File: src/sv/hpao_pkg.sv
// Shared types, widths and helpers for the heater PWM / converter oversampler.
// No dependencies.
package hpao_pkg;

    localparam int unsigned DUTY_W = 8;
    localparam int unsigned ADC_W  = 10;
    localparam int unsigned SUM_W  = 14;

    typedef enum logic [1:0] {
        PH_START_HOT = 2'd0,
        PH_READ_HOT  = 2'd1,
        PH_START_BED = 2'd2,
        PH_READ_BED  = 2'd3
    } phase_t;

    typedef struct packed {
        logic             start;
        logic             channel;
        logic             ready;
        logic [SUM_W-1:0] hot_sum;
        logic [SUM_W-1:0] bed_sum;
    } seq_out_t;

    // Saturating accumulate at the full-scale of the sum width.
    function automatic logic [SUM_W-1:0] sat_add(input logic [SUM_W-1:0] acc,
                                                 input logic [ADC_W-1:0] v);
        logic [SUM_W:0] s;
        s = {1'b0, acc} + (SUM_W+1)'(v);
        return s[SUM_W] ? {SUM_W{1'b1}} : s[SUM_W-1:0];
    endfunction

endpackage

File: src/sv/heater_pwm_adc_oversampler.sv
// Heater soft-PWM driver with interleaved, oversampling converter sequencer.
// Depends on hpao_pkg, hpao_pwm and hpao_seq.
//
// Usage:
//   Each request on the item channel (item_valid / item_stall) is one timer
//   tick carrying both heater duties and the latest converter result. Every
//   request yields exactly one result on the result channel (result_valid /
//   result_stall) with both heater drive levels, the converter start/channel
//   command and, once per oversample period, both raw sums with sample_ready.
// A request is captured in the input register, processed in one pass through
//   the PWM compare and sequencer logic, and then lands in the result
//   register.
// Throughput: one request per clock while result_stall is low; the input
//   register and the result register form a two-entry pipeline.
// Stall: while result_stall holds a result, the input register drains into
//   the result register only when that register frees up; item_stall rises
//   once the input register holds a request that cannot move.
// Reset: PWM counter, sequencer phase (start hotend conversion), oversample
//   index and both accumulators clear; both channels come up empty.
// A conversion started by one tick must be delivered in adc_result of the
//   following tick.
module heater_pwm_adc_oversampler #(
    parameter int unsigned OVERSAMPLES = 16,
    parameter int unsigned ADC_BITS    = 10
) (
    input  logic                        clk,
    input  logic                        rst_n,
    input  logic                        item_valid,
    output logic                        item_stall,
    input  logic [hpao_pkg::DUTY_W-1:0] hotend_duty,
    input  logic [hpao_pkg::DUTY_W-1:0] bed_duty,
    input  logic [hpao_pkg::ADC_W-1:0]  adc_result,
    output logic                        result_valid,
    input  logic                        result_stall,
    output logic                        hotend_heater_on,
    output logic                        bed_heater_on,
    output logic                        adc_start,
    output logic                        adc_channel,
    output logic                        sample_ready,
    output logic [hpao_pkg::SUM_W-1:0]  hotend_raw_sum,
    output logic [hpao_pkg::SUM_W-1:0]  bed_raw_sum
);
    import hpao_pkg::*;

    // input register
    logic              s1_valid_reg;
    logic [DUTY_W-1:0] hot_duty_reg;
    logic [DUTY_W-1:0] bed_duty_reg;
    logic [ADC_W-1:0]  adc_reg;

    // result register
    logic              out_valid_reg;
    logic              hot_on_reg;
    logic              bed_on_reg;
    seq_out_t          seq_reg;

    logic              out_free;
    logic              advance;
    logic              take;
    logic              hot_on;
    logic              bed_on;
    seq_out_t          seq_res;

    assign out_free   = !out_valid_reg || !result_stall;
    assign advance    = s1_valid_reg && out_free;    // tick processed this cycle
    assign item_stall = s1_valid_reg && !out_free;
    assign take       = item_valid && !item_stall;

    hpao_pwm u_pwm (
        .clk         (clk),
        .rst_n       (rst_n),
        .step        (advance),
        .hotend_duty (hot_duty_reg),
        .bed_duty    (bed_duty_reg),
        .hotend_on   (hot_on),
        .bed_on      (bed_on)
    );

    hpao_seq #(
        .OVERSAMPLES (OVERSAMPLES),
        .ADC_BITS    (ADC_BITS)
    ) u_seq (
        .clk        (clk),
        .rst_n      (rst_n),
        .step       (advance),
        .adc_result (adc_reg),
        .res        (seq_res)
    );

    always_ff @(posedge clk or negedge rst_n)
    begin
        if (!rst_n)
        begin
            s1_valid_reg  <= 1'b0;
            out_valid_reg <= 1'b0;
        end
        else
        begin
            if (take)
            begin
                s1_valid_reg <= 1'b1;
            end
            else if (advance)
            begin
                s1_valid_reg <= 1'b0;
            end

            if (advance)
            begin
                out_valid_reg <= 1'b1;
            end
            else if (!result_stall)
            begin
                out_valid_reg <= 1'b0;
            end
        end
    end

    // payload registers, no reset needed
    always_ff @(posedge clk)
    begin
        if (take)
        begin
            hot_duty_reg <= hotend_duty;
            bed_duty_reg <= bed_duty;
            adc_reg      <= adc_result;
        end
        if (advance)
        begin
            hot_on_reg <= hot_on;
            bed_on_reg <= bed_on;
            seq_reg    <= seq_res;
        end
    end

    assign result_valid     = out_valid_reg;
    assign hotend_heater_on = hot_on_reg;
    assign bed_heater_on    = bed_on_reg;
    assign adc_start        = seq_reg.start;
    assign adc_channel      = seq_reg.channel;
    assign sample_ready     = seq_reg.ready;
    assign hotend_raw_sum   = seq_reg.hot_sum;
    assign bed_raw_sum      = seq_reg.bed_sum;

endmodule

File: src/sv/hpao_pwm.sv
// Step-enabled 8-bit PWM counter with two strict less-than duty compares.
// Depends on hpao_pkg.
module hpao_pwm (
    input  logic                       clk,
    input  logic                       rst_n,
    input  logic                       step,
    input  logic [hpao_pkg::DUTY_W-1:0] hotend_duty,
    input  logic [hpao_pkg::DUTY_W-1:0] bed_duty,
    output logic                       hotend_on,
    output logic                       bed_on
);
    import hpao_pkg::*;

    logic [DUTY_W-1:0] count_reg;
    logic [DUTY_W-1:0] count_next;

    // strict compare: duty 0 is fully off
    assign hotend_on  = count_reg < hotend_duty;
    assign bed_on     = count_reg < bed_duty;
    assign count_next = count_reg + DUTY_W'(1);

    always_ff @(posedge clk or negedge rst_n)
    begin
        if (!rst_n)
        begin
            count_reg <= '0;
        end
        else if (step)
        begin
            count_reg <= count_next;
        end
    end

endmodule

File: src/sv/hpao_seq.sv
// Four-phase converter sequencer with hotend/bed oversampling accumulators.
// Depends on hpao_pkg.
module hpao_seq #(
    parameter int unsigned OVERSAMPLES = 16,
    parameter int unsigned ADC_BITS    = 10
) (
    input  logic                       clk,
    input  logic                       rst_n,
    input  logic                       step,
    input  logic [hpao_pkg::ADC_W-1:0] adc_result,
    output hpao_pkg::seq_out_t         res
);
    import hpao_pkg::*;

    localparam int unsigned OS_EFF   = (OVERSAMPLES < 1) ? 1 : OVERSAMPLES;
    localparam int unsigned IDX_W    = (OS_EFF > 1) ? $clog2(OS_EFF) : 1;
    localparam int unsigned ADC_KEEP = (ADC_BITS < ADC_W) ? ADC_BITS : ADC_W;
    localparam logic [ADC_W-1:0] ADC_MASK = ADC_W'((33'd1 << ADC_KEEP) - 33'd1);
    localparam logic [IDX_W-1:0] IDX_LAST = IDX_W'(OS_EFF - 1);

    phase_t           phase_reg, phase_next;
    logic [IDX_W-1:0] idx_reg, idx_next;
    logic [SUM_W-1:0] hot_reg, hot_next;
    logic [SUM_W-1:0] bed_reg, bed_next;
    logic [ADC_W-1:0] adc;
    logic [SUM_W-1:0] bed_sum;

    assign adc     = adc_result & ADC_MASK;
    assign bed_sum = sat_add(bed_reg, adc);

    always_comb
    begin
        phase_next = phase_reg;
        idx_next   = idx_reg;
        hot_next   = hot_reg;
        bed_next   = bed_reg;
        res        = '0;
        case (phase_reg)
            PH_START_HOT:
            begin
                res.start  = 1'b1;
                phase_next = PH_READ_HOT;
            end
            PH_READ_HOT:
            begin
                hot_next   = sat_add(hot_reg, adc);
                phase_next = PH_START_BED;
            end
            PH_START_BED:
            begin
                res.start   = 1'b1;
                res.channel = 1'b1;
                phase_next  = PH_READ_BED;
            end
            PH_READ_BED:
            begin
                res.channel = 1'b1;
                phase_next  = PH_START_HOT;
                if (idx_reg == IDX_LAST)
                begin
                    // period complete: present sums and clear
                    res.ready   = 1'b1;
                    res.hot_sum = hot_reg;
                    res.bed_sum = bed_sum;
                    idx_next    = '0;
                    hot_next    = '0;
                    bed_next    = '0;
                end
                else
                begin
                    idx_next = idx_reg + IDX_W'(1);
                    bed_next = bed_sum;
                end
            end
            default:
            begin
                phase_next = PH_START_HOT;
            end
        endcase
    end

    always_ff @(posedge clk or negedge rst_n)
    begin
        if (!rst_n)
        begin
            phase_reg <= PH_START_HOT;
            idx_reg   <= '0;
            hot_reg   <= '0;
            bed_reg   <= '0;
        end
        else if (step)
        begin
            phase_reg <= phase_next;
            idx_reg   <= idx_next;
            hot_reg   <= hot_next;
            bed_reg   <= bed_next;
        end
    end

endmodule
File: config.mk
export PLATFORM = sky130hd
export DESIGN_NAME = heater_pwm_adc_oversampler
export DESIGN_NICKNAME = d
export VERILOG_FILES = /design/src/sv/hpao_pkg.sv /design/src/sv/heater_pwm_adc_oversampler.sv /design/src/sv/hpao_pwm.sv /design/src/sv/hpao_seq.sv
export SDC_FILE = /design/constraint.sdc
export NUM_CORES = 1
export LEC_CHECK = 0
export ABC_AREA = 1
export BUFFER_PORTS_ARGS = -buffer_cell sky130_fd_sc_hd__buf_2
export CAP_MARGIN = 20
export CORE_ASPECT_RATIO = 1.5
export CORE_MARGIN = 4
export CORE_UTILIZATION = 59
export CTS_CLUSTER_DIAMETER = 120
export DETAILED_ROUTE_END_ITERATION = 8
export GPL_ROUTABILITY_DRIVEN = 0
export GPL_TIMING_DRIVEN = 0
export PLACE_DENSITY = 0.81
export SKIP_CTS_REPAIR_TIMING = 1
export SLEW_MARGIN = 5
export SYNTH_ARGS = -nofsm -noshare
export SYNTH_HDL_FRONTEND = slang
export SYNTH_SLANG_ARGS = --single-unit
File: constraint.sdc
create_clock -name clk -period 2.8 [get_ports clk]
set_input_delay 0.14 -clock clk [delete_from_list [all_inputs] [get_ports clk]]
set_output_delay 0.14 -clock clk [all_outputs]
set_load 0.1 [all_outputs]
---- Word-level counts from Yosys, hierarchy flattened ----
Cells that the tools add are included.
storage, ports and cells
  register bits ........................... 103
  output and inout port bits .............. 35
  logic and storage cells ................. 59
cells by class
  add/subtract/negate cells ............... 4
  order comparisons ....................... 2
  eq/ne operators ......................... 6
  mux-type cells .......................... 14
  reduce and logical (&&, ||, !) cells .... 16
operator list
  kind                   number
  $mux W14               4
  $add A14 B10 Y15       2
  $mux W29               1
  $pmux W14 S2           1
  $lt A8 B8 Y1           2
  $add A8 B1 Y8 const B  1
  $pmux W2 S4            1
  $mux W1                6
  $add A4 B1 Y4 const B  1
  $eq A2 B2 Y1 const B   2
  $eq A4 B4 Y1 const B   1
  $logic_not A1 Y1       4
  $mux W4                1
  $ne A2 B1 Y1 const B   2
  $reduce_and A2 Y1      2
  $reduce_bool A2 Y1     2
  $reduce_or A2 Y1       2
  $logic_and A1 B1 Y1    3
  $reduce_and A3 Y1      1
  $eq A2 B1 Y1 const B   1
  $logic_not A2 Y1       1
  $logic_or A1 B1 Y1     1

---- Depth between registers and ports, before layout ----
  word-level depth ........................ 7
  depth in mapped cells ................... 11

---- Cells and area by module ----
Synthesis repeated with hierarchy kept, for this count alone.
second synthesis, totals
  cells, all modules ...................... 691
  area, all modules ....................... 5,911.9 µm²
modules (own cells, without submodules)
  module                      instances  cells an instance  area each (µm²)  sequential area each (µm²)
  hpao_seq                    1          514                3,284.4          850.8
  heater_pwm_adc_oversampler  1          71                 1,866.8          1,821.7
  hpao_pwm                    1          106                760.7            200.2

---- Least setup slack after synthesis ----
Ideal clock, no wire load.
  kind .................................... reg-to-reg
  from .................................... register out_valid_reg (netlist: result_valid)
  to ...................................... register adc_reg[0] (enable)
  arrival ................................. 3.021 ns
  data required time ...................... 2.432 ns
  setup slack ............................. -0.589 ns
  stages on the path, launching flop included .. 6
  period minus slack after synthesis ...... 3.389 ns
  cells stage by stage .................... dfrtp_1 -> nand2_2 -> nor2_1 -> inv_1 -> nand2_1 -> inv_1
on the way
  longest elaborated chain between the ends .. 6
RTL lines
  element                 line                               source
  start, declared         heater_pwm_adc_oversampler.sv:52   logic out_valid_reg;
  start signal, assigned  heater_pwm_adc_oversampler.sv:95   out_valid_reg <= 1'b0;
  start signal, assigned  heater_pwm_adc_oversampler.sv:110  out_valid_reg <= 1'b1;
  start signal, assigned  heater_pwm_adc_oversampler.sv:114  out_valid_reg <= 1'b0;
  $logic_not A1 Y1        heater_pwm_adc_oversampler.sv:64   assign out_free = !out_valid_reg || !result_stall;
  $logic_or A1 B1 Y1      heater_pwm_adc_oversampler.sv:64
  $logic_not A1 Y1        heater_pwm_adc_oversampler.sv:66   assign item_stall = s1_valid_reg && !out_free;
  $logic_and A1 B1 Y1     heater_pwm_adc_oversampler.sv:66
  net item_stall          heater_pwm_adc_oversampler.sv:29   output logic item_stall,
  $logic_not A1 Y1        heater_pwm_adc_oversampler.sv:67   assign take = item_valid && !item_stall;
  $logic_and A1 B1 Y1     heater_pwm_adc_oversampler.sv:67
  net take                heater_pwm_adc_oversampler.sv:59   logic take;
  end signal, assigned    heater_pwm_adc_oversampler.sv:126  adc_reg <= adc_result;
  end, declared           heater_pwm_adc_oversampler.sv:49   logic [ADC_W-1:0] adc_reg;
The timed path passes the listed nets, and every way through them passes these cells.
A chain may end at the register's enable or synchronous reset.

---- Worst setup path after layout ----
  from .................................... register adc_reg[0]
  to ...................................... register seq_reg, in the netlist bed_raw_sum[13] (data pin)
on the way
  longest elaborated chain between the ends .. 2
RTL lines
  element               line                               source
  $add A14 B10 Y15      hpao_pkg.sv:28                     s = {1'b0, acc} + (SUM_W+1)'(v);
  $mux W14              hpao_pkg.sv:29                     return s[SUM_W] ? {SUM_W{1'b1}} : s[SUM_W-1:0];
  end signal, assigned  heater_pwm_adc_oversampler.sv:132  seq_reg <= seq_res;
  end, declared         heater_pwm_adc_oversampler.sv:55   seq_out_t seq_reg;
No other way between the ends.

==> out/metrics.csv <==
stage,metric,value,unit
run_status,status,"complete, no violations",
critical_path,depth of the worst register-to-register path,9,
sta,max-slew violation count,0,
critical_path,reg2reg start,adc_reg[0],
grt,largest net degree at the start of global routing,45,
pwr,power density of the placed cells,899,nW/um^2
floorplanning,I/O pin cnt,65,
floorplanning,total core area,9360,sq um
critical_path,Setup crit start kind,flop,
worst_hold_path,Hold Crit Start,item_valid,
worst_hold_path,Hold Crit Depth,3,
clock_network,root buffer cell,clkbuf_16,
synthesis,Synth cell types,33,
job,Max Cap Viol,0,
synthesis,yosys warns,0,
clock_network,clk sinks,103,
synthesis,asr flop ratio synth,0.427,
floorplanning,die height,128,um
sta,skew final,0.00723,ns
final_layout,layout cells sized above 1,0.148,
floorplanning,Initial Util,0.609,
synthesis,Yosys reg bits,103,
sta,Max Freq,420,MHz
synthesis,Post-Syn Area,5700,sq um
clock_network,CTS H-tree depth,3,
sta,Tcrit/Tclk final,0.851,
worst_hold_path,Hold WC Path Type,input port to flop,
sta,Post-Route Setup TNS,0,ns
clock_network,clock-pin slew on the worst setup and hold paths,0.07,ns
clock_network,Num CTS Buffers,9,
detailed_routing,initial drt markers,268,
grt,Overflow after GRT,0,
sta,setup violators final,0,
floorplanning,row count,43,
final_layout,Final Net Count,838,
critical_path,Worst Setup SP,adc_reg[0],
pwr,Leak,3.50,nW
grt,GRT Resource Usage Total,0.237,
synthesis,top_reg_cell synth,edfxtp_1,
critical_path,crit path DAT,2.50,ns
pwr,Worst VDD drop,591,uV
sta,RSZ-0062 raised after global routing,false,
synthesis,"area leader, netlist",edfxtp_1,
final_layout,diodes inserted,0,
worst_hold_path,Hold Path End,s1_valid_reg,
sta,final hold viol count,0,
detailed_routing,Routed Antenna Nets,0,
clock_network,maximum buffer depth of the clock tree,2,
floorplanning,Die ar.,11300,sq um
critical_path,CP Capture Type,flop,
detailed_routing,DR pass1 iterations,5,
critical_path,worst r2r dst,bed_raw_sum[13],
sta,Slew @ Worst Pin,0.870,ns
synthesis,mean post-synth cell area,8.61,sq um
detailed_routing,Wirelength per Cell,14.4,um
placed_design,hpwl dp,8950,um
sta,fin crit period,2.38,ns
detailed_routing,routed vias,4628,
critical_path,WP data required,2.92,ns
synthesis,synthesized net count,734,
grt,first-pass GRT wire length,20800,um
final_layout,post-route cell area,6770,sq um
detailed_routing,Total Wirelength,12700,um
grt,vias in the first global route,4632,
final_layout,Layout area overhead,18.8,%
synthesis,Post-synth EDFFs,59,
sta,Hold Slack,0.00404,ns
sta,Worst slew margin,0.419,
detailed_routing,DRC,0,
clock_network,TritonCTS clock tree,built,
critical_path,worst-path maximum fanout,5,
detailed_routing,Via-to-Cell Ratio,5.24,
synthesis,"count leader, synth",nand2_1,
placed_design,Port-buffer cells,64,
critical_path,crit path kind,flop to flop,
pwr,Tot Pwr,0.00608,W
synthesis,area share of the largest cell type after synthesis,0.311,
critical_path,R2R setup slack,0.42,ns
clock_network,Clock Latency Late Sink,0.36,ns
synthesis,Synth top cells by count,"nand2_1 (212), inv_1 (107), edfxtp_1 (59)",
placed_design,Placed Area,6170,sq um
floorplanning,Die W,88.3,um
synthesis,Synth area leaders,"edfxtp_1 (31%), dfrtp_1 (19%), nand2_1 (14%)",
synthesis,post-synthesis sequential area ratio,0.504,
final_layout,fin util,0.723,
synthesis,synthesized instance count,662,
grt,antenna violations before repair,0,
## worst max path at each step
stage | slack (ns) | cells past startpoint | to
floorplan | 0.25 | 5 | adc_reg[0]
global placement | 0.44 | 9 | bed_raw_sum[13]
detailed placement | 0.39 | 9 | bed_raw_sum[13]
CTS | 0.36 | 9 | bed_raw_sum[13]
global route | 0.30 | 9 | bed_raw_sum[13]
finish | 0.42 | 9 | bed_raw_sum[13]
## cell type report
type,instances,area (sq um)
repair buffers,93,638
well taps,112,140
clock buffers,9,225
multi-input cells,439,2360
inverters,113,424
flip-flops and latches,103,2870
plain buffers,7,45.0
clock inverters,7,61.3
fillers,711,2590
## layer usage
| metal | GRT usage | vias up | part of all wire |
|---|---|---|---|
| li1 | - | 2298 | - |
| met1 | 0.262 | 2150 | 0.39 |
| met2 | 0.428 | 142 | 0.53 |
| met3 | 0.0384 | 38 | 0.047 |
| met4 | 0.124 | 0 | 0.036 |
| met5 | 0 | - | 0 |
## worst max-delay path: stages (launching register included)
cell	delay, ns
edfxtp_1	0.43
ha_1	0.28
fa_1	0.41
nand3_1	0.13
nand2_2	0.12
nand2_1	0.10
nand2_2	0.09
a21oi_2	0.28
nand3_1	0.14
and2_1	0.16
## placed cells by master (no fill, tap or decap), types with 3 or more instances in the layout
cell type      Yosys  final
or2_1              4      4
nand2_2            6      6
clkbuf_16          0      9
edfxtp_1          59     59
nor2_1            52     51
buf_2              3     67
nand2_1          212    212
inv_1            107    107
or2_2              4      4
inv_2              5      5
dfrtp_1           44     44
a21oi_2            4      4
xor2_1            11     11
xnor2_1            8      8
nor2_4             2      3
inv_6              0      3
ha_1              40     40
o21ai_0           15     15
dlygate4sd3_1      0     27
o21ai_1            3      3
a21oi_1           22     22
nand4_1            5      5
nand3_1           38     38
## per-stage QoR
stage,worst slack [ns],std cells
after floorplan,0.249,662
after global placement,0.437,838
after detailed placement,0.387,838
after CTS,0.362,854
after global routing,0.299,883
final,0.417,883
## cell families (layout without fill, tap and decap cells)
family	Yosys count	after routing	synth area share
AOI/OAI and AO/OA	49	49	0.0496
xor gates and xnor gates	19	19	0.0292
adders and majority gates	42	42	0.0948
buffers and inverters	120	229	0.0823
DFF	103	103	0.504
and+or+nand+nor	329	329	0.240
## power by group
part / switching [W] / internal [W] / total, W / leakage, nW
combinational: 0.00175 / 0.000874 / 0.00262 / 2.24
clock: 0.000606 / 0.000624 / 0.00123 / 0.141
sequential: 0.000276 / 0.00196 / 0.00223 / 1.13
Note: power is estimated with default switching activity, not from simulation.
